<file path="src/gds_pkg.sv">
// gds_pkg: shared types, action codes and calendar helpers for gregorian_date_step
// no dependencies
package gds_pkg;

  localparam int DAY_W = 6;
  localparam int MON_W = 4;
  localparam int YEAR_W = 16;
  localparam int YEAR_BITS_DEF = 16;

  typedef enum logic [1:0] {
    ACT_CHECK = 2'd0,
    ACT_NEXT  = 2'd1,
    ACT_PREV  = 2'd2,
    ACT_NONE  = 2'd3
  } action_t;

  localparam logic [MON_W-1:0] MON_JAN = 4'd1;
  localparam logic [MON_W-1:0] MON_FEB = 4'd2;
  localparam logic [MON_W-1:0] MON_DEC = 4'd12;
  localparam logic [DAY_W-1:0] DAY_FIRST = 6'd1;
  localparam logic [DAY_W-1:0] DAY_LAST_DEC = 6'd31;

  typedef struct packed {
    logic [1:0]        action;
    logic [DAY_W-1:0]  day_in;
    logic [MON_W-1:0]  month_in;
    logic [YEAR_W-1:0] year_in;
  } item_t;

  typedef struct packed {
    logic [DAY_W-1:0]  day_out;
    logic [MON_W-1:0]  month_out;
    logic [YEAR_W-1:0] year_out;
    logic              date_valid;
    logic              year_saturated;
  } result_t;

  // date with its leap flag, handed to the stepping logic
  typedef struct packed {
    logic [1:0]        action;
    logic [DAY_W-1:0]  day;
    logic [MON_W-1:0]  month;
    logic [YEAR_W-1:0] year;
    logic              leap;
  } date_t;

  function automatic logic [DAY_W-1:0] month_len(input logic [MON_W-1:0] m,
                                                 input logic leap);
    logic [DAY_W-1:0] len;
    unique case (m)
      4'd1, 4'd3, 4'd5, 4'd7, 4'd8, 4'd10, 4'd12: len = 6'd31;
      4'd4, 4'd6, 4'd9, 4'd11:                    len = 6'd30;
      MON_FEB:                                    len = leap ? 6'd29 : 6'd28;
      default:                                    len = 6'd0;
    endcase
    return len;
  endfunction

endpackage

</file>
<file path="src/gds_step.sv">
// gds_step: validity check and next/previous day selection for one date
// depends on gds_pkg (date_t, result_t, month_len, action codes)
module gds_step #(
  parameter int YEAR_BITS = gds_pkg::YEAR_BITS_DEF
) (
  input  gds_pkg::date_t   date,
  output gds_pkg::result_t result
);

  localparam logic [32:0] YEAR_MAX = (33'd1 << YEAR_BITS) - 33'd1;

  logic [gds_pkg::DAY_W-1:0] len_cur;
  logic [gds_pkg::DAY_W-1:0] len_prev;
  logic [gds_pkg::MON_W-1:0] month_dec;
  logic                      ok;
  logic                      at_max;

  assign month_dec = date.month - 4'd1;
  assign len_cur   = gds_pkg::month_len(date.month, date.leap);
  assign len_prev  = gds_pkg::month_len(month_dec, date.leap);
  assign at_max    = ({17'd0, date.year} == YEAR_MAX);
  // len_cur is zero for a bad month, so that case fails the day check too
  assign ok = (date.year != '0) && (date.day != '0) && (date.day <= len_cur);

  always_comb begin
    result.day_out        = date.day;
    result.month_out      = date.month;
    result.year_out       = date.year;
    result.date_valid     = ok;
    result.year_saturated = 1'b0;
    if (ok && date.action == gds_pkg::ACT_NEXT) begin
      if (date.day == len_cur) begin
        if (date.month == gds_pkg::MON_DEC) begin
          if (at_max) begin
            result.year_saturated = 1'b1;
          end else begin
            result.day_out   = gds_pkg::DAY_FIRST;
            result.month_out = gds_pkg::MON_JAN;
            result.year_out  = date.year + 16'd1;
          end
        end else begin
          result.day_out   = gds_pkg::DAY_FIRST;
          result.month_out = date.month + 4'd1;
        end
      end else begin
        result.day_out = date.day + 6'd1;
      end
    end else if (ok && date.action == gds_pkg::ACT_PREV) begin
      if (date.day == gds_pkg::DAY_FIRST) begin
        if (date.month == gds_pkg::MON_JAN) begin
          if (date.year > 16'd1) begin
            result.day_out   = gds_pkg::DAY_LAST_DEC;
            result.month_out = gds_pkg::MON_DEC;
            result.year_out  = date.year - 16'd1;
          end
        end else begin
          result.month_out = month_dec;
          result.day_out   = len_prev;
        end
      end else begin
        result.day_out = date.day - 6'd1;
      end
    end
  end

endmodule

</file>
<file path="src/gregorian_date_step.sv">
// gregorian_date_step: top level, four-stage pipeline around the leap test and gds_step
// depends on gds_pkg and gds_step
//
// Checks a Gregorian date and optionally steps it one day forward or back. A new
// transaction can be accepted every cycle while the output is not stalled. Each one
// passes four register stages (nibble residue sum, residue fold, leap decision,
// validity and stepping), the first of them loaded at the accepting edge.
// The stages stall together from the output backward, and a stage that holds no
// transaction is refilled even while later stages are stalled. Years are taken modulo
// 2^YEAR_BITS; stepping past 31 December of the largest year holds the date and sets
// year_saturated.
module gregorian_date_step #(
  parameter int YEAR_BITS = gds_pkg::YEAR_BITS_DEF
) (
  input  logic             clk,
  input  logic             rst,
  input  logic             item_valid,
  output logic             item_ready,
  input  gds_pkg::item_t   item,
  output logic             result_valid,
  input  logic             result_ready,
  output gds_pkg::result_t result
);

  localparam logic [32:0] YEAR_FULL = (33'd1 << YEAR_BITS) - 33'd1;
  localparam logic [gds_pkg::YEAR_W-1:0] YEAR_MASK = YEAR_FULL[gds_pkg::YEAR_W-1:0];

  // stage control
  logic v1, v2, v3;
  logic en1, en2, en3, en4;

  // stage payloads
  gds_pkg::date_t s1_date, s2_date, s3_date;
  logic [9:0] s1_res;
  logic [7:0] s2_res;
  logic       s2_div4, s2_div16;

  logic [gds_pkg::YEAR_W-1:0] y_in;
  logic [9:0] res1_next;
  logic [7:0] res2_next;
  logic [6:0] res3;
  logic       div25;
  gds_pkg::result_t step_res;

  assign en4 = !result_valid || result_ready;
  assign en3 = !v3 || en4;
  assign en2 = !v2 || en3;
  assign en1 = !v1 || en2;
  assign item_ready = en1;

  // residue mod 25 from nibbles: 16^1, 16^2, 16^3 are 16, 6, 21 mod 25
  assign y_in = item.year_in & YEAR_MASK;
  assign res1_next = 10'(y_in[3:0]) + {2'b0, y_in[7:4], 4'b0}
                   + 10'(y_in[11:8]) * 10'd6 + 10'(y_in[15:12]) * 10'd21;
  // 32 is 7 mod 25
  assign res2_next = 8'(s1_res[4:0]) + 8'(s1_res[9:5]) * 8'd7;
  assign res3      = 7'(s2_res[4:0]) + 7'(s2_res[7:5]) * 7'd7;
  assign div25     = (res3 == 7'd0) || (res3 == 7'd25) || (res3 == 7'd50)
                  || (res3 == 7'd75);

  gds_step #(
    .YEAR_BITS(YEAR_BITS)
  ) u_step (
    .date  (s3_date),
    .result(step_res)
  );

  always_ff @(posedge clk) begin
    if (rst) begin
      v1 <= 1'b0;
      v2 <= 1'b0;
      v3 <= 1'b0;
      result_valid <= 1'b0;
    end else begin
      if (en1) v1 <= item_valid;
      if (en2) v2 <= v1;
      if (en3) v3 <= v2;
      if (en4) result_valid <= v3;
    end
  end

  always_ff @(posedge clk) begin
    if (en1) begin
      s1_date.action <= item.action;
      s1_date.day    <= item.day_in;
      s1_date.month  <= item.month_in;
      s1_date.year   <= y_in;
      s1_date.leap   <= 1'b0;
      s1_res         <= res1_next;
    end
    if (en2) begin
      s2_date  <= s1_date;
      s2_res   <= res2_next;
      s2_div4  <= (s1_date.year[1:0] == 2'd0);
      s2_div16 <= (s1_date.year[3:0] == 4'd0);
    end
    if (en3) begin
      s3_date.action <= s2_date.action;
      s3_date.day    <= s2_date.day;
      s3_date.month  <= s2_date.month;
      s3_date.year   <= s2_date.year;
      // div by 100 is div by 4 and 25; div by 400 is div by 16 and 25
      s3_date.leap   <= (s2_div4 && !div25) || (s2_div16 && div25);
    end
    if (en4) begin
      result <= step_res;
    end
  end

`ifndef SYNTHESIS
  a_sat_only_valid: assert property (@(posedge clk) disable iff (rst)
    result_valid && result.year_saturated |-> result.date_valid)
    else $error("year_saturated on an invalid date");

  a_sat_year_end: assert property (@(posedge clk) disable iff (rst)
    result_valid && result.year_saturated |->
      result.day_out == gds_pkg::DAY_LAST_DEC && result.month_out == gds_pkg::MON_DEC)
    else $error("year_saturated away from the last day of the year");

  a_bubble_ready: assert property (@(posedge clk) disable iff (rst)
    !v1 |-> item_ready)
    else $error("empty first stage but input not ready");

  a_reset_empty: assert property (@(posedge clk)
    rst |=> !result_valid)
    else $error("result valid right after reset");
`endif

endmodule

</file>
<file path="config.mk">
export PLATFORM = sky130hd
export DESIGN_NAME = gregorian_date_step
export DESIGN_NICKNAME = d
export VERILOG_FILES = /design/src/gds_pkg.sv /design/src/gds_step.sv /design/src/gregorian_date_step.sv
export SDC_FILE = /design/constraint.sdc
export NUM_CORES = 1
export LEC_CHECK = 0
export BUFFER_PORTS_ARGS = -buffer_cell sky130_fd_sc_hd__buf_2
export CORE_MARGIN = 2
export CORE_UTILIZATION = 40
export DETAILED_ROUTE_END_ITERATION = 6
export PLACE_DENSITY = 0.61
export SYNTH_ARGS = -nofsm -noshare
export SYNTH_HDL_FRONTEND = slang
export SYNTH_HIERARCHICAL = 1
export SYNTH_SLANG_ARGS = --single-unit
</file>
<file path="constraint.sdc">
create_clock -name clk -period 7.8 [get_ports clk]
set_input_delay 0.78 -clock clk [delete_from_list [all_inputs] [get_ports clk]]
set_output_delay 0.78 -clock clk [all_outputs]
set_load 0.02 [all_outputs]
</file>
==> results of run 1 <==
layout make-up:
class,count,area (um^2)
fill,1754,10400
clock inverter,15,164
clock buffer,17,425
inverter,62,233
multi-input combinational,425,3440
tap,265,332
timing repair buffer,62,313
sequential,137,4070
sequential cells by signal, summed over array words and instances, names as in the netlist:
name,cells
result,28
result_valid,1
s1_date,28
s1_res,10
s2_date,28
s2_div16,1
s2_div4,1
s2_res,8
s3_date,29
v1,1
v2,1
v3,1
report_power, final:
part           switching (mW)  total (mW)  leakage (nW)  internal [mW]
clock                   0.327       0.804         0.281          0.476
sequential             0.0678        1.02          1.45          0.952
combinational           0.617        1.13          1.94          0.517
per-layer routing:
| layer | routed length [um] | GRT usage | up-vias |
|---|---|---|---|
| met3 | 748 | 0.0344 | 27 |
| met5 | 0 | 0 | - |
| li1 | - | - | 2496 |
| met1 | 6900 | 0.201 | 2445 |
| met4 | 418 | 0.0717 | 0 |
| met2 | 7500 | 0.260 | 164 |
worst paths after layout:
check | start | to | cells past startpoint
worst min-delay path | s1_date[11] | s2_date[11] | 0
worst max register to register | s3_date[17] | result[19] | 13
worst min register to register | s1_date[11] | s2_date[11] | 0
worst max-delay path | item[9] | s1_res[8] | 15
cell usage in the layout, fill, tap and decap left out, types with 5 or more instances in the layout:
cell type / netlist / final
and3_1: 13 / 13
o22ai_1: 5 / 5
o21ai_0: 18 / 18
or2_2: 5 / 5
inv_6: 0 / 5
nor3_1: 12 / 12
nor4_1: 6 / 6
nand4_1: 6 / 6
nor2b_1: 6 / 6
a21oi_1: 42 / 42
clkbuf_16: 0 / 17
inv_1: 62 / 62
xor2_1: 13 / 13
a21o_1: 7 / 7
edfxtp_1: 133 / 133
fa_1: 24 / 24
xnor2_1: 18 / 18
nand2_1: 32 / 31
a31oi_1: 8 / 8
nand3_1: 17 / 17
ha_1: 62 / 62
nor2_1: 41 / 41
buf_2: 3 / 61
logic make-up after synthesis:
kind of cell,after synthesis,share of synthesized area
and+or+nand+nor,172,0.125
DFF,137,0.520
AOI/OAI and AO/OA,130,0.110
adders and majority gates,86,0.160
buffers and inverters,78,0.0423
xor gates and xnor gates,31,0.0346
muxes,6,0.00798
metrics by stage:
step / std cells / cell area, um^2 / util / setup WS (ns)
2_1_floorplan: 640 / 7840 / - / 3.52
3_3_place_gp: 951 / 8390 / 0.434 / 3.28
3_5_place_dp: 951 / 8390 / 0.434 / 3.15
4_1_cts: 983 / 8980 / 0.464 / 3.60
5_1_grt: 983 / 8980 / 0.464 / 3.43
6_report: 983 / 8980 / 0.464 / 3.60
==> flow_summary_export.csv, run 1 <==
group,metric,value,unit
sta,hold_viol,0,
yosys,ys_async_sr_fraction,0,
sta,fin_tns_setup,0,ns
status,status,"complete, no violations",
global_routing,grt_max_degree,40,
clock_tree,clk_transition_reported_paths,0.06,ns
job,maxCapViolations,0,
yosys,synth_area_leaders,"edfxtp_1 (51%), ha_1 (9.9%), fa_1 (6.1%), inv_1 (3.0%), a21oi_1 (2.7%)",
yosys,synthesis.instances,640,
finish,antenna_cells,0,
global_routing,overflow,0,
die,rows,51,
yosys,synth_most_common_cell,"edfxtp_1",
clock_tree,cts_max_level,4,
drt,vias,5132,
sta,relSlewSlack,0.254,
worst_setup_path,cp_slowest_cell,"fa_1",
sta,hold_ws,0.418,ns
placed_design,port_buffers,61,
yosys,ys_top_cells_by_count,"edfxtp_1 (133), ha_1 (62), inv_1 (62)",
power,power_density,329,nW/um^2
sta,period_share,0.539,
global_routing,grt_antenna_before_repair,0,
yosys,ys_types,86,
worst_setup_path,cp_max_fo,4,
clock_tree,post_cts_resize_count,0,
yosys,synthesis.area,7840,um^2
yosys,synth_warnings,6,
worst_setup_path,crit_path_end_kind,"flop",
worst_setup_path,slowest_delay,0.56,ns
worst_setup_path,r2r_setup_slack,3.72,ns
worst_setup_path,crit_arrival,4.38,ns
yosys,syn_avg_cell_area,12.3,um^2
sta,max_slew.worst_pin.slew,1.12,ns
die,core,19300,um^2
sta,finClkSkew,0.00647,ns
worst_setup_path,worstPathCellList,"buf_2, ha_1, fa_1, xnor2_1, fa_1, inv_1, fa_1, fa_1, inv_1, ha_1, a21oi_1, o21bai_1, a21o_1, a21oi_1, xnor2_1",
drt,ant_nets,0,
finish,drive_gt1_frac,0.171,
yosys,ys_ff_latch,137,
yosys,yosysTopAreaCell,"edfxtp_1",
finish,nNetsFinal,823,
global_routing,grt_pass1_vias,4956,
sta,max_freq,238,MHz
clock_tree,cts_hold_buffers,0,
sta,finalMaxSlewViolations,0,
worst_setup_path,critPathLaunchType,"primary input",
clock_tree,clockBufferDepth,2,
worst_setup_path,crit_buf_inv,3,
drt,drtIter0Drc,450,
sta,rsz0062_at_grt,"no",
drt,drcViolationCount,0,
worst_setup_path,cp_top_family,"adder cells",
die,fp.dieW,144,um
worst_setup_path,required,7.97,ns
placed_design,hpwlAfterDp,11800,um
yosys,syn_nets,758,
drt,viasPerCell,5.22,
die,ioPinCount,62,
clock_tree,cts_tree,"done",
clock_tree,cts_root_buf,"clkbuf_16",
global_routing,grtUsageTotal,0.158,
yosys,yosys.area.top_type_share,0.509,
worst_hold_path,hold_class,"reg2reg",
power,vdd_drop_max,0.382,mV
power,p_leak,3.67,nW
clock_tree,post_cts_buffers,0,
yosys,synth-edff-count,133,
yosys,ys.flop_type,"edfxtp_1",
yosys,ys_seq_area_frac,0.520,
die,die_h,144,um
power,power,2.96,mW
drt,wirelength,15600,um
placed_design,gp_congestion,0.887,
clock_tree,clock-sinks,137,
drt,wl_per_cell,15.8,um
clock_tree,insertion_delay,0.42,ns
sta,setup_viol,0,
clock_tree,cts_made_buffers,17,
die,die_area,20700,um^2
global_routing,grt_pass1_wl,25200,um
die,initial_core_util,0.405,
finish,syn_to_final_growth,14.5,%
worst_setup_path,crit_type,"in2reg",
sta,fin_crit,4.20,ns
worst_setup_path,cpMostUsedCell,"fa_1",
drt,firstDrtPassIters,5,
No activity file was read; power rests on OpenSTA's default activity.
==> inputs of run 2 (changes only) <==
Settings changed: ABC_AREA set to 1, PLACE_DENSITY 0.61 to 0.63.
Clock period 7.8 ns to 3.75 ns, I/O delays scaled along.
==> run 2 against run 1 <==
Compared with the run above:
- non-clock buffer count grew 22
- utilization shrank 0.064 points
- sequential power grew 110%
- routed wire length grew 6.6%
- synthesized cell count rose by 35%
- count of clock-buffer cells in the layout did not move
- critical path depth grew 1
- synthesized area increased by 7.6%
- register-to-register slack lost 3.1 ns
- cell count is 25% higher
- clock skew hardly changed
- critical path type unchanged
- highest routed layer unchanged
==> flow_summary_export.csv, run 2 <==
group,metric,value,unit
drt,wl_per_cell,13.5,um
yosys,ys.flop_type,"edfxtp_1",
worst_setup_path,r2r-start,"s3_date[18]",
worst_setup_path,crit_type,"in2reg",
finish,antenna_cells,0,
yosys,ys_async_sr_fraction,0,
yosys,synthesis.instances,861,
drt,ant_nets,0,
global_routing,grtUsageTotal,0.155,
worst_setup_path,slowest_delay,0.54,ns
worst_setup_path,r2r_cells,18,
finish,fin_util,0.464,
yosys,ys_seq_area_frac,0.483,
yosys,yosys.area.top_type_share,0.474,
global_routing,overflow,0,
yosys,ys_ff_latch,137,
clock_tree,clockBufferDepth,2,
yosys,synth_most_common_cell,"nand2_1",
clock_tree,cts_max_level,4,
power,power_density,674,nW/um^2
yosys,syn_avg_cell_area,9.79,um^2
finish,top_register,"s3_date",
placed_design,port_buffers,61,
sta,fin_crit,3.54,ns
worst_setup_path,critPathLaunchType,"primary input",
worst_setup_path,cpMostUsedCell,"fa_1",
clock_tree,cts_root_buf,"clkbuf_16",
sta,fin_tns_setup,0,ns
status,status,"complete, no violations",
drt,drtIter0Drc,448,
worst_setup_path,required,3.92,ns
drt,drcViolationCount,0,
yosys,synth-edff-count,133,
clock_tree,post_cts_buffers,0,
worst_setup_path,cp_slowest_cell,"fa_1",
die,rows,53,
sta,relSlewSlack,0.672,
worst_hold_path,holdPathStages,1,
sta,hold_viol,0,
sta,hold_ws,0.129,ns
die,initial_core_util,0.404,
yosys,synth_warnings,6,
yosys,ys_types,44,
worst_setup_path,crit_arrival,3.71,ns
finish,layout_commonest_cell,"nand2_1",
clock_tree,cts_made_buffers,17,
job,maxCapViolations,0,
worst_hold_path,hold_class,"in2reg",
die,ioPinCount,62,
finish,largest_reg_flops,29,
drt,wirelength,16600,um
sta,max_slew.worst_pin.slew,0.488,ns
yosys,syn_nets,979,
worst_setup_path,crit_path_start,"item[9]",
yosys,ys_top_cells_by_count,"nand2_1 (197), edfxtp_1 (133), inv_1 (121)",
die,core,20900,um^2
sta,finClkSkew,0.00674,ns
die,die_area,22300,um^2
finish,drive_gt1_frac,0.163,
clock_tree,insertion_delay,0.42,ns
yosys,synthesis.area,8430,um^2
placed_design,gp_congestion,0.923,
power,vdd_drop_max,0.570,mV
sta,finalMaxSlewViolations,0,
finish,syn_to_final_growth,14.9,%
sta,setup_viol,0,
drt,viasPerCell,4.92,
finish,nNetsFinal,1063,
worst_setup_path,cp_max_fo,4,
clock_tree,clk_transition_reported_paths,0.06,ns
drt,vias,6058,
die,die_h,149,um
yosys,synth_area_leaders,"edfxtp_1 (47%), ha_1 (9.2%), nand2_1 (8.8%), fa_1 (5.7%), inv_1 (5.4%)",
worst_setup_path,reg2reg_to,"result[6]",
die,fp.dieW,149,um
global_routing,grt_pass1_vias,5581,
power,p_leak,4.44,nW
placed_design,hpwlAfterDp,12600,um
global_routing,grt_pass1_wl,26900,um
worst_hold_path,min_to,"s1_date[22]",
worst_hold_path,min_from,"item[21]",
sta,rsz0062_at_grt,"no",
global_routing,grt_antenna_before_repair,0,
worst_setup_path,r2r_setup_slack,0.59,ns
clock_tree,cts_tree,"done",
finish,final_cell_mix,"nand2_1 (196), edfxtp_1 (133), inv_1 (121)",
worst_setup_path,worstPathCellList,"buf_2, ha_1, fa_1, xnor2_1, fa_1, inv_1, fa_1, fa_1, inv_1, ha_4, nand2_1, o21ai_1, nand2_1, nand2_1, a21oi_1, xnor2_1",
clock_tree,cts_hold_buffers,0,
clock_tree,post_cts_resize_count,0,
global_routing,grt_max_degree,40,
worst_setup_path,crit_path_end_kind,"flop",
drt,firstDrtPassIters,7,
sta,max_freq,283,MHz
clock_tree,clock-sinks,137,
sta,period_share,0.944,
yosys,yosysTopAreaCell,"edfxtp_1",
[run 2: changes by cell type in the layout (fill, tap and decap cells not counted), sizes merged, moves of 7 or more]
cell | previous run | this run
a21o | 7 | 0
a21oi | 43 | 28
a31oi | 8 | 1
and3 | 15 | 0
buf | 62 | 84
inv | 68 | 131
nand2 | 32 | 205
nand3 | 17 | 82
nand4 | 6 | 34
nor2 | 42 | 64
xnor2 | 18 | 7
[run 2: worst max path at each step]
stage | to | slack, ns
6_report | s1_res[8] | 0.21
5_1_grt | s1_res[7] | 0.02
4_1_cts | s1_res[7] | 0.21
3_5_place_dp | s1_res[7] | -0.24
3_3_place_gp | s1_res[8] | -0.19
2_1_floorplan | s1_res[7] | 0.04
[run 2: critical path, delay by kind of cell]
family | cells | cell delay (ns)
AOI/OAI and AO/OA | 2 | 0.24
xor gates and xnor gates | 2 | 0.28
adders and majority gates | 6 | 2.38
buffers and inverters | 3 | 0.25
and+or+nand+nor | 3 | 0.19
[run 2: cell families (layout without fill, tap and decap cells)]
family | Yosys count | after routing | share of synthesized area
AOI/OAI and AO/OA | 64 | 64 | 0.0455
xor gates and xnor gates | 20 | 20 | 0.0217
adders and majority gates | 86 | 86 | 0.149
buffers and inverters | 149 | 245 | 0.0751
DFF | 137 | 137 | 0.483
and+or+nand+nor | 405 | 405 | 0.226
[run 2: cell type report]
type / instances / area [um^2]
multi-input combinational: 575 / 3740
timing repair buffer: 84 / 478
inverter: 130 / 499
fill: 1959 / 11200
clock buffer: 17 / 425
clock inverter: 14 / 124
sequential: 137 / 4070
tap: 275 / 344
[run 2: stage by stage]
step	worst slack (ns)	area, um^2	instances	power [mW]
2_1_floorplan	0.0362	8450	861	4.47
3_3_place_gp	-0.193	9140	1201	4.96
3_5_place_dp	-0.239	9140	1201	5.02
4_1_cts	0.211	9690	1232	6.62
5_1_grt	0.0212	9690	1232	7.08
6_report	0.212	9690	1232	6.53
[run 2: power by group]
part / internal, mW / leakage (nW) / total [mW] / switching, mW
registers: 1.99 / 1.45 / 2.13 / 0.138
logic: 1.19 / 2.72 / 2.84 / 1.64
clock network: 0.910 / 0.264 / 1.56 / 0.653
total: 4.09 / 4.44 / 6.53 / 2.44
[run 2: per-layer routing]
| metal | vias up | routed length [um] | global-route usage |
|---|---|---|---|
| met5 | - | 0 | 0 |
| met4 | 0 | 298 | 0.0576 |
| met3 | 27 | 765 | 0.0336 |
| met2 | 150 | 7890 | 0.252 |
| met1 | 2813 | 7640 | 0.205 |
| li1 | 3068 | - | - |
==> inputs of run 3 (changes only) <==
Clock period 3.75 ns to 3.2 ns, I/O delays scaled along.
==> run 3 against run 2 <==
Compared with the run above:
- the flow now finishes with violations (negative setup slack)
- clock skew is 0.00066 ns lower
- non-clock buffer count is 15 higher
- cell count is 1.4% higher
- clock power is 25% higher
- flip-flop and latch count stayed put
- critical endpoint unchanged
==> flow_summary_export.csv, run 3 (synthesized netlist as in run 2, its figures left out) <==
group,metric,value,unit
worst_setup_path,cp_num_cells,16,
sta,fin_crit,3.26,ns
global_routing,grt_pass1_vias,5750,
worst_setup_path,r2r_setup_slack,0.19,ns
worst_setup_path,cp_max_fo,4,
status,violations,"negative setup slack",
finish,syn_to_final_growth,18.4,%
drt,wl_per_cell,13.5,um
power,power,8.06,mW
worst_setup_path,worstPathCellList,"buf_12, ha_4, fa_2, xnor2_2, fa_1, inv_2, fa_2, fa_1, inv_2, ha_4, nand2_2, o21ai_2, nand2_1, nand2_1, a21oi_2, xnor2_1",
finish,top_register,"s3_date",
sta,max_freq,307,MHz
worst_setup_path,crit_path_start,"item[9]",
sta,finClkSkew,0.00609,ns
finish,layout_commonest_cell,"nand2_1",
finish,largest_reg_flops,29,
worst_setup_path,r2r-start,"s2_res[5]",
drt,ant_nets,0,
finish,antenna_cells,0,
worst_setup_path,r2r_cells,11,
die,initial_core_util,0.404,
worst_setup_path,crit_path_end_kind,"flop",
drt,drtIter0Drc,402,
clock_tree,clockBufferDepth,2,
drt,vias,6163,
worst_setup_path,cp_slowest_cell,"fa_1",
power,power_density,808,nW/um^2
drt,firstDrtPassIters,5,
clock_tree,clk_transition_reported_paths,0.06,ns
die,rows,53,
worst_setup_path,crit_arrival,3.43,ns
sta,rsz0062_at_grt,"yes",
power,vdd_drop_max,0.593,mV
die,fp.dieW,149,um
global_routing,grt_pass1_wl,27400,um
finish,nNetsFinal,1079,
sta,period_share,1.02,
die,ioPinCount,62,
die,die_h,149,um
global_routing,overflow,0,
finish,final_area,9980,um^2
status,status,"complete, but fails checks",
clock_tree,cts_tree,"done",
placed_design,gp_congestion,0.895,
worst_setup_path,slowest_delay,0.54,ns
clock_tree,clock-sinks,137,
placed_design,port_buffers,61,
placed_design,dp_slack,-0.637,ns
clock_tree,cts_max_level,4,
global_routing,grtUsageTotal,0.157,
clock_tree,insertion_delay,0.41,ns
worst_setup_path,cp_top_family,"adder cells",
sta,fin_tns_setup,-0.132,ns
worst_setup_path,required,3.37,ns
worst_hold_path,hold_class,"in2reg",
sta,fin_ws,-0.0595,ns
finish,drive_gt1_frac,0.195,
finish,final_cell_mix,"nand2_1 (195), edfxtp_1 (133), inv_1 (118)",
global_routing,grt_max_degree,39,
worst_setup_path,cp-endpoint,"s1_res[8]",
worst_hold_path,holdPathStages,1,
worst_setup_path,crit_buf_inv,3,
sta,setup_viol,4,
clock_tree,cts_made_buffers,17,
drt,drcViolationCount,0,
worst_setup_path,crit_type,"in2reg",
placed_design,hpwlAfterDp,12700,um
sta,hold_viol,0,
worst_setup_path,reg2reg_to,"s3_date[0]",
drt,viasPerCell,4.93,
worst_setup_path,critPathLaunchType,"primary input",
placed_design,placed_area,9260,um^2
global_routing,grt_antenna_before_repair,0,
die,die_area,22300,um^2
clock_tree,cts_root_buf,"clkbuf_16",
job,maxCapViolations,0,
sta,max_slew.worst_pin.slew,0.660,ns
drt,wirelength,16900,um
sta,relSlewSlack,0.560,
die,core,20900,um^2
power,p_leak,4.55,nW
sta,finalMaxSlewViolations,0,
## run 3: repair_timing
item,4_1_cts,5_1_grt
pin swaps,12,1
endpoints found under the setup margin,5,32
cloned,0,1
hold buffers,0,0
resized for setup,6,15
setup buffers,2,6
## run 3: worst min path at each step
stage / startpoint / endpoint / slack (ns)
CTS: item[20] / s1_date[21] / 0.06
global route: item[26] / s1_date[27] / 0.07
detailed placement: s1_date[18] / s2_date[18] / 0.40
finish: item[27] / s1_date[28] / 0.08
global placement: s2_date[3] / s3_date[3] / 0.40
floorplan: rst / result_valid / 0.39
## run 3: where the power goes
part           internal (mW)  switching, mW
logic                   1.54           2.08
clock network           1.16          0.782
registers               2.33          0.158
## run 3: through the flow
step | hold WS, ns | cells | utilization
CTS | 0.0575 | 1242 | 0.473
finish | 0.0812 | 1249 | 0.478
global placement | 0.402 | 1209 | 0.443
detailed placement | 0.405 | 1209 | 0.443
floorplan | 0.389 | 861 | -
global route | 0.0672 | 1249 | 0.478
## run 3: routing by layer
layer  vias to the layer above  GRT usage  routed length, um
li1                       3106          -                  -
met1                      2855      0.206               7690
met2                       173      0.262               8060
met3                        29     0.0300                747
met4                         0     0.0538                362
met5                         -          0                  0
## run 3: area by class of cell
type | instances | area (um^2)
well taps | 275 | 344
fillers | 1921 | 10900
clock buffers | 17 | 425
flip-flops and latches | 137 | 4070
repair buffers | 99 | 612
multi-input cells | 576 | 3860
clock inverters | 15 | 165
inverters | 130 | 504
## run 3: worst reg2reg max path: stages, from the launching register on
cell,delay [ns]
edfxtp_1,0.45
fa_1,0.53
fa_1,0.57
inv_1,0.08
fa_2,0.58
inv_1,0.04
nor2_1,0.11
nand3_1,0.11
nand3_2,0.09
nand3_2,0.08
nand3_1,0.08
nand2_1,0.05
